[src/hdl/oqr_pkg.sv]
`timescale 1ns / 1ps

package oqr_pkg;

    localparam int CAPACITY_DEF = 16;
    localparam int ID_BITS_DEF  = 16;

    localparam int ITEM_ID_W = 16;
    localparam int STATUS_W  = 3;
    localparam int OCC_W     = 5;

    typedef enum logic
    {
        REQ_ADD    = 1'b0,
        REQ_REMOVE = 1'b1
    } req_type_t;

    typedef enum logic [STATUS_W-1:0]
    {
        ST_ADDED     = 3'd0,
        ST_REMOVED   = 3'd1,
        ST_EMPTY     = 3'd2,
        ST_NOT_FOUND = 3'd3,
        ST_FULL      = 3'd4
    } status_t;

    typedef enum logic [1:0]
    {
        S_IDLE,
        S_CMP,
        S_SHIFT
    } state_t;

    typedef struct packed
    {
        req_type_t              req_type;
        logic [ITEM_ID_W-1:0]   item_id;
    } in_item_t;

    typedef struct packed
    {
        status_t                status;
        logic [OCC_W-1:0]       occupancy;
    } out_item_t;

endpackage

[src/hdl/ordered_queue_remove_by_id.sv]
`timescale 1ns / 1ps

// Insertion-ordered queue of identifiers with room for CAPACITY entries. A transaction is
// accepted when start is high and busy is low, and exactly one result follows as a
// single-cycle pulse on done; the receiver cannot stall, so result must be captured in
// that cycle. An add, or a remove on an empty queue, gives its result in the cycle after
// acceptance. A remove walks the queue from the head one entry per cycle through the single
// read port of the entry memory and one comparator, then closes the gap one entry per cycle
// through the same port. Busy falls in the cycle that done is high, so a new transaction
// may be accepted in that cycle.
module ordered_queue_remove_by_id #(
    parameter int CAPACITY = oqr_pkg::CAPACITY_DEF,
    parameter int ID_BITS  = oqr_pkg::ID_BITS_DEF
) (
    input  logic               clk,
    input  logic               rst_n,
    input  logic               start,
    output logic               busy,
    input  oqr_pkg::in_item_t  req,
    output logic               done,
    output oqr_pkg::out_item_t result
);

    localparam int AW = $clog2(CAPACITY);
    localparam int CW = $clog2(CAPACITY + 1);

    oqr_pkg::state_t    state_reg, state_next;
    logic [CW-1:0]      count_reg, count_next;
    logic [AW-1:0]      ptr_reg, ptr_next;
    logic [ID_BITS-1:0] key_reg, key_next;
    logic               done_reg, done_next;
    oqr_pkg::out_item_t result_reg, result_next;

    logic               wr_en;
    logic [AW-1:0]      wr_addr;
    logic [ID_BITS-1:0] wr_data;
    logic [AW-1:0]      rd_addr;
    logic [ID_BITS-1:0] rd_data;

    logic [CW-1:0]      ptr_ext;
    logic [CW-1:0]      ptr_p1;
    logic [CW-1:0]      ptr_p2;
    logic [ID_BITS-1:0] in_key;
    logic               hit;

    assign ptr_ext = CW'(ptr_reg);
    assign ptr_p1  = ptr_ext + CW'(1);
    assign ptr_p2  = ptr_ext + CW'(2);
    assign in_key  = ID_BITS'(req.item_id);
    assign hit     = (rd_data == key_reg);

    oqr_store #(
        .DEPTH (CAPACITY),
        .WIDTH (ID_BITS)
    ) u_store (
        .clk     (clk),
        .wr_en   (wr_en),
        .wr_addr (wr_addr),
        .wr_data (wr_data),
        .rd_addr (rd_addr),
        .rd_data (rd_data)
    );

    always_ff @(posedge clk or negedge rst_n)
    begin
        if (!rst_n)
        begin
            state_reg <= oqr_pkg::S_IDLE;
            count_reg <= '0;
            done_reg  <= 1'b0;
        end
        else
        begin
            state_reg <= state_next;
            count_reg <= count_next;
            done_reg  <= done_next;
        end
    end

    always_ff @(posedge clk)
    begin
        ptr_reg    <= ptr_next;
        key_reg    <= key_next;
        result_reg <= result_next;
    end

    always_comb
    begin
        state_next  = state_reg;
        count_next  = count_reg;
        ptr_next    = ptr_reg;
        key_next    = key_reg;
        done_next   = 1'b0;
        result_next = result_reg;
        wr_en       = 1'b0;
        wr_addr     = ptr_reg;
        wr_data     = rd_data;
        rd_addr     = '0;

        unique case (state_reg)
            oqr_pkg::S_IDLE:
            begin
                if (start)
                begin
                    key_next = in_key;
                    ptr_next = '0;
                    if (req.req_type == oqr_pkg::REQ_ADD)
                    begin
                        if (count_reg == CW'(CAPACITY))
                        begin
                            result_next.status = oqr_pkg::ST_FULL;
                        end
                        else
                        begin
                            wr_en              = 1'b1;
                            wr_addr            = count_reg[AW-1:0];
                            wr_data            = in_key;
                            count_next         = count_reg + CW'(1);
                            result_next.status = oqr_pkg::ST_ADDED;
                        end
                        done_next = 1'b1;
                    end
                    else if (count_reg == '0)
                    begin
                        result_next.status = oqr_pkg::ST_EMPTY;
                        done_next          = 1'b1;
                    end
                    else
                    begin
                        state_next = oqr_pkg::S_CMP;
                    end
                end
            end

            oqr_pkg::S_CMP:
            begin
                rd_addr = ptr_p1[AW-1:0];
                if (hit)
                begin
                    if (ptr_p1 >= count_reg)
                    begin
                        count_next         = count_reg - CW'(1);
                        result_next.status = oqr_pkg::ST_REMOVED;
                        done_next          = 1'b1;
                        state_next         = oqr_pkg::S_IDLE;
                    end
                    else
                    begin
                        state_next = oqr_pkg::S_SHIFT;
                    end
                end
                else if (ptr_p1 >= count_reg)
                begin
                    result_next.status = oqr_pkg::ST_NOT_FOUND;
                    done_next          = 1'b1;
                    state_next         = oqr_pkg::S_IDLE;
                end
                else
                begin
                    ptr_next = ptr_p1[AW-1:0];
                end
            end

            oqr_pkg::S_SHIFT:
            begin
                wr_en    = 1'b1;
                wr_addr  = ptr_reg;
                wr_data  = rd_data;
                rd_addr  = ptr_p2[AW-1:0];
                ptr_next = ptr_p1[AW-1:0];
                if (ptr_p2 >= count_reg)
                begin
                    count_next         = count_reg - CW'(1);
                    result_next.status = oqr_pkg::ST_REMOVED;
                    done_next          = 1'b1;
                    state_next         = oqr_pkg::S_IDLE;
                end
            end

            default:
            begin
                state_next = oqr_pkg::S_IDLE;
            end
        endcase

        result_next.occupancy = oqr_pkg::OCC_W'(count_next);
    end

    assign busy   = (state_reg != oqr_pkg::S_IDLE);
    assign done   = done_reg;
    assign result = result_reg;

endmodule

[src/hdl/oqr_store.sv]
`timescale 1ns / 1ps

module oqr_store #(
    parameter int DEPTH = oqr_pkg::CAPACITY_DEF,
    parameter int WIDTH = oqr_pkg::ID_BITS_DEF
) (
    input  logic                     clk,
    input  logic                     wr_en,
    input  logic [$clog2(DEPTH)-1:0] wr_addr,
    input  logic [WIDTH-1:0]         wr_data,
    input  logic [$clog2(DEPTH)-1:0] rd_addr,
    output logic [WIDTH-1:0]         rd_data
);

    logic [WIDTH-1:0] mem [DEPTH];

    always_ff @(posedge clk)
    begin
        if (wr_en)
        begin
            mem[wr_addr] <= wr_data;
        end
    end

    always_ff @(posedge clk)
    begin
        rd_data <= mem[rd_addr];
    end

endmodule
[config.mk]
export PLATFORM = sky130hd
export DESIGN_NAME = ordered_queue_remove_by_id
export DESIGN_NICKNAME = d
export VERILOG_FILES = /design/src/hdl/oqr_pkg.sv /design/src/hdl/ordered_queue_remove_by_id.sv /design/src/hdl/oqr_store.sv
export SDC_FILE = /design/constraint.sdc
export NUM_CORES = 1
export LEC_CHECK = 0
export ABC_AREA = 1
export BUFFER_PORTS_ARGS = -buffer_cell sky130_fd_sc_hd__buf_4
export CORE_MARGIN = 2
export CORE_UTILIZATION = 34
export CTS_CLUSTER_DIAMETER = 60
export DETAILED_ROUTE_END_ITERATION = 10
export GPL_ROUTABILITY_DRIVEN = 0
export SLEW_MARGIN = 10
export SYNTH_ARGS = -nofsm -noshare
export SYNTH_HDL_FRONTEND = slang
export SYNTH_SLANG_ARGS = --single-unit
[constraint.sdc]
create_clock -name clk -period 3.38 [get_ports clk]
set_clock_uncertainty 0.2 [all_clocks]
set_input_delay 0 -clock clk [delete_from_list [all_inputs] [get_ports clk]]
set_output_delay 0 -clock clk [all_outputs]
set_load 0.05 [all_outputs]
# After elaboration in Yosys (flattened, before gate mapping)
# Memories as Yosys holds them, arrays and structs flattened. A register that Yosys moved wholly into a read port is not among the register bits.
# Index checks and enable logic that the tools add are counted.
# word_totals
ff_bits,36
ramBits,256
in_bits,20
word_cells,84
mem_count,1
# op_classes
addsub,4
order_cmp,2
eq_ne,13
n_mux,49
reduce_logical,8
# memory_table
name,words,width,rd,rd_ports_with_merged_regs,wr,line,source
u_store.mem,16,16,1,1,1,oqr_store.sv:15,logic [WIDTH-1:0] mem [DEPTH];
# ops
cell,count
16-bit 2-to-1 mux,4
5-bit 2-to-1 mux,6
4-bit 2-to-1 mux,7
3-bit 2-to-1 mux,8
16-bit equality test,1
5-bit case mux with 3 select lines,1
2-bit 2-to-1 mux,7
"2-bit != test, second input constant",7
4-bit case mux with 3 select lines,1
5-bit >= comparator,2
1-bit 2-to-1 mux,10
5-bit AND reduction,2
3-bit case mux with 3 select lines,1
4-bit case mux with 2 select lines,1
"3-bit != test, second input constant",2
2-bit case mux with 3 select lines,1
"4-bit by 1-bit adder with 5-bit output, second input constant",1
"4-bit by 2-bit adder with 5-bit output, second input constant",1
"5-bit by 1-bit adder with 5-bit output, second input constant",1
"5-bit equality test, second input constant",1
5-bit logical NOT,1
"5-bit by 1-bit subtractor with 5-bit output, second input constant",1
4-bit AND reduction,1
1-bit case mux with 3 select lines,1
other kinds (7),7

# Longest topological paths before layout
# depth
word_depth,7
depth_mapped,18
mapped_depth_nobuf,18

# Modules after synthesis
# A second synthesis with hierarchy kept.
# unflattened
cells_unflattened,1445
hier_area_um2,13998.4
# modules_own_cells
module,instances,cells_per_inst,area_per_inst_um2,seq_area_each_um2
oqr_store,1,1074,11380.9,8007.7
ordered_queue_remove_by_id,1,371,2617.5,991.0

# Worst setup path before layout
# Ideal clock, no wire load.
# synth_timing
kind,reg2reg
start,register count_reg[0]
end,memory u_store.mem[0][0] (netlist bit) (enable)
setup_ps,388
arrival_time_ps,2255
t_required_ps,2792
slack_ps,536
path_stages_with_launch,10
path_buffers,0
period_less_slack_ps,2844
cell_sequence,dfrtp_1 > inv_1 > ha_1 > nand3_2 > nor2_1 > inv_1 > nand4_4 > o21ai_0 > nand3_1 > nor2_1
# synth_via
elab_chain_len,7
# synth_rtl
item,line,source
start: declaration,ordered_queue_remove_by_id.sv:28,"logic [CW-1:0] count_reg, count_next;"
start signal: assignment,ordered_queue_remove_by_id.sv:75,count_reg <= count_next;
5-bit equality test,ordered_queue_remove_by_id.sv:109,if (count_reg == CW'(CAPACITY))
1-bit 2-to-1 mux,ordered_queue_remove_by_id.sv:109,
1-bit 2-to-1 mux,ordered_queue_remove_by_id.sv:107,if (req.req_type == oqr_pkg::REQ_ADD)
1-bit 2-to-1 mux,ordered_queue_remove_by_id.sv:103,if (start)
1-bit case mux with 2 select lines,ordered_queue_remove_by_id.sv:100,unique case (state_reg)
1-bit 2-to-1 mux,oqr_store.sv:19,if (wr_en)
1-bit 2-to-1 mux (implied by the code),oqr_store.sv:21,mem[wr_addr] <= wr_data;
end: declaration,oqr_store.sv:15,
# Parallel ways exist; a longest one is shown, timed or not.

# Worst setup path in the final report
# layout_timing
start,register count_reg[0]
end,memory u_store.mem[11][7] (netlist bit) (enable)
# Same word-level chain as after synthesis.

==> results.md <==
- Fraction of synthesized cell area taken by the top area cell type: 64.4%
- Max Freq: slightly above 0.3 GHz
- Clock sink total: 308
- Sort of element at the end of the critical path: register
- Remaining global-route overflow: 0
- Setup-violating endpoint count in the final report: 0
- Largest fanout on the critical path: 16
- Commonest non-fill, non-tap cells in the layout: edfxtp_1, nor2_1, o21ai_0
- Most common cell after layout, fill and taps aside: edfxtp_1
- Global Route met1 Usage: 22.7%
- Peak supply drop: ~0.00044 V
- Crit start category: register
- Minimum setup slack among reg-to-reg paths: 0.16 ns
- Max cap viols: 0
- WHS: 0.0266 ns
- Proportion of total power due to net switching: between 30 and 40%
- Number of global-route vias before repair: 8242
- Clock share of power: 25.8%
- First-pass GRT wire length: 47700 microns
- Power density normalized to cell area: 899 nW/um^2
- Number of cell rows: 71
- Number of routed nets with antenna violations: 0
- Top Usage Layer GRT: met2
- Total of warnings raised by yosys: 0
- Power dissipated by switching net loads: between 5 and 6 mW
- Number of distinct library cell variants in the gate-level netlist after synthesis: 34
- Layout overhead on the synthesized area: 18.4%
- Overall die height: between 150 and 200 microns
- Least-Margin Pin Slew: around 0.91 ns
- Dominant cell type by area after synthesis: edfxtp_1
- Final period utilization: 95.3%
- Worst EP required: 3.30 ns
- Final Net Count: ~1200
- Final number of max-transition violations: 0
- Fill cell total of the finished layout: 3570
- Average cell area after synthesis: 11.6 sq um
- Maximum clock insertion buffer count: 3
- Top Family by Delay on Critical Path: simple AND/OR/NAND/NOR gates
- Combinational share of power: 36.4%
- Post-synth EDFFs: 279
- Worst slack at placement: 0.193 ns
- Flip-flop count of the largest register, all copies and words added: 256
- Post-synthesis net count: roughly 1200
- Overall global routing resource usage: 15.8%
- Clock input transition at the sequential cells of the worst setup and hold paths: 0.06 ns
- Number of buffers inserted to repair setup after CTS: 0
- Leak: 5.55 nW
- Skew-Pair Late Insertion Delay: 0.51 ns
- Cell-by-cell trace of the critical path: inv_1 -> ha_1 -> nand3_2 -> nor2_1 -> inv_1 -> nand4_4 -> o21ai_0 -> nand2_1 -> nor2_2
- I/O Pins: 30
- Post-synth top flop: edfxtp_1
- Final period demand of the worst path: 3.22 ns
- Standard cell with the maximum stage delay on the critical path: nor2_2
- Worst stage delay on the critical path: between 0.7 and 0.8 ns
- Share of total power in sequential cells: 37.8%
- Internal Pwr Total: approximately 8.6 mW
- RSZ-0062 raised after global routing: yes
- Tightest Hold Check Type: in2reg
- Final wirelength: 31100 microns
- Met3 global-route usage: 2.80%
- Critical Path Most Common Cell: inv_1
- # H-tree levels: 2
- Core occupancy in the finished layout: between 40% and 50%
- Share of synthesized area occupied by flip-flops and latches: 69.1%
- Vias: 8561
- Critical path type: reg2reg
- Clock root buffer: clkbuf_16
- Area contributors post-synth: edfxtp_1, nor2_1, o21ai_0
- Outcome: completed
- TritonCTS clock tree: built
- Iter 0 DRT Violations: 811
- Die Area: 39900 sq um
- Post-Synthesis Cell Area: 13000 sq um
- Arrival time at the worst endpoint: 3.15 ns
- Core region area: ~38000 sq um
- Initial antenna violation count: 0
- Smallest setup slack after layout: roughly 0.16 ns
- Via density per instance: 4.91
- Instance count of the mapped netlist: 1125
- Post-detailed-route DRC marker count: 0
- Share of cells above drive strength 1: 13.6%
- Final hold violations: 0
- Met2 global-route usage: 24.8%
- Routed wire per std cell: 17.9 microns
- Number of port buffers: 29
- Detailed-routing iteration count for the pre-antenna-repair pass: 5
- Die width: 200 microns
- Ys async rst share: 2.60%
- Starting density of the core: 34.6%
- Number of buffers and inverters on the critical path: 2
- Half-perimeter wire length of the detailed placement result: 19900 microns
- Largest net degree at the start of global routing: 129
- Number of synthesized register bits: 308
- Max-slew headroom at the worst pin: 39.5%
- CTS buffer count: 34
- Antenna diodes: 0
-- cells in the mapped netlist, drive strengths merged (13+ instances only) --
library cell  count
a21oi            16
buf              41
clkbuf           13
dfxtp            21
edfxtp          279
ha               18
inv              66
nand2           129
nand3            38
nor2            251
o211ai           65
o21ai           152
-- power groups by stage --
stage | registers (mW) | logic, mW | clock network [mW]
floorplan | 5.43 | 2.98 | 0
global placement | 5.30 | 4.98 | 0
detailed placement | 5.31 | 4.99 | 0
CTS | 5.24 | 5.03 | 3.62
global route | 5.27 | 5.58 | 3.76
finish | 5.23 | 5.05 | 3.57
-- cell families after synthesis --
kind of cell | Yosys count | share of synthesized area (%)
and+or+nand+nor | 428 | 13.1
DFF | 308 | 69.1
AOI/OAI and AO/OA | 237 | 10.6
buffers and inverters | 120 | 4.35
adders and majority gates | 18 | 1.73
xor gates and xnor gates | 8 | 0.538
muxes | 6 | 0.519
-- worst register-to-register path, delay by kind of cell (launching register included) --
kind            cells  cell delay, ns
flops               1            0.34
compound gates      1            0.50
buf+inv             2            0.16
fa+ha+maj           1            0.24
simple gates        5            1.39
-- through the flow --
stage               cell area, sq um  cells  power (mW)  TNS (ns)
global route                   15400   1742        14.6     -2.31
global placement               14100   1663        10.3         0
detailed placement             14100   1663        10.3         0
CTS                            15400   1742        13.9         0
floorplan                      13000   1125        8.41         0
finish                         15400   1742        13.8         0
-- metal layers --
layer	vias up	wire [microns]	share of wire, %
met4	0	431	1.4
met1	4141	14500	47
met5	-	0	0
met2	260	14100	45
li1	4124	-	-
met3	36	2130	6.8
-- worst paths after layout --
path | startpoint | endpoint | cells after the start
worst max-delay path | count_reg[0]$_DFF_PN0_ | u_store.mem[11][7]$_DFFE_PP_ | 9
worst min-delay path | req[5] | key_reg[5]$_DFFE_PP_ | 2
worst max register to register | count_reg[0]$_DFF_PN0_ | u_store.mem[11][7]$_DFFE_PP_ | 9
worst min register to register | state_reg[0]$_DFFE_PN0P_ | state_reg[0]$_DFFE_PN0P_ | 2
max in group asynchronous | rst_n | state_reg[0]$_DFFE_PN0P_ | 3
min in group asynchronous | rst_n | count_reg[0]$_DFF_PN0_ | 3
-- repair_timing --
item,4_1_cts,5_1_grt
hold buffers,20,0
hold endpoints to repair,266,0
endpoints found under the setup margin,0,41
gates resized for setup,0,1
-- layout make-up --
cell class | instances | area, sq um | share of cell area, %
clock inverters | 15 | 139 | 0.901
clock buffers | 44 | 940 | 6.10
multi-input cells | 697 | 3510 | 22.8
inverters | 66 | 249 | 1.62
flip-flops and latches | 308 | 9000 | 58.4
well taps | 511 | 639 | 4.15
repair buffers | 101 | 933 | 6.06
Power figures use the tool's default switching activity.
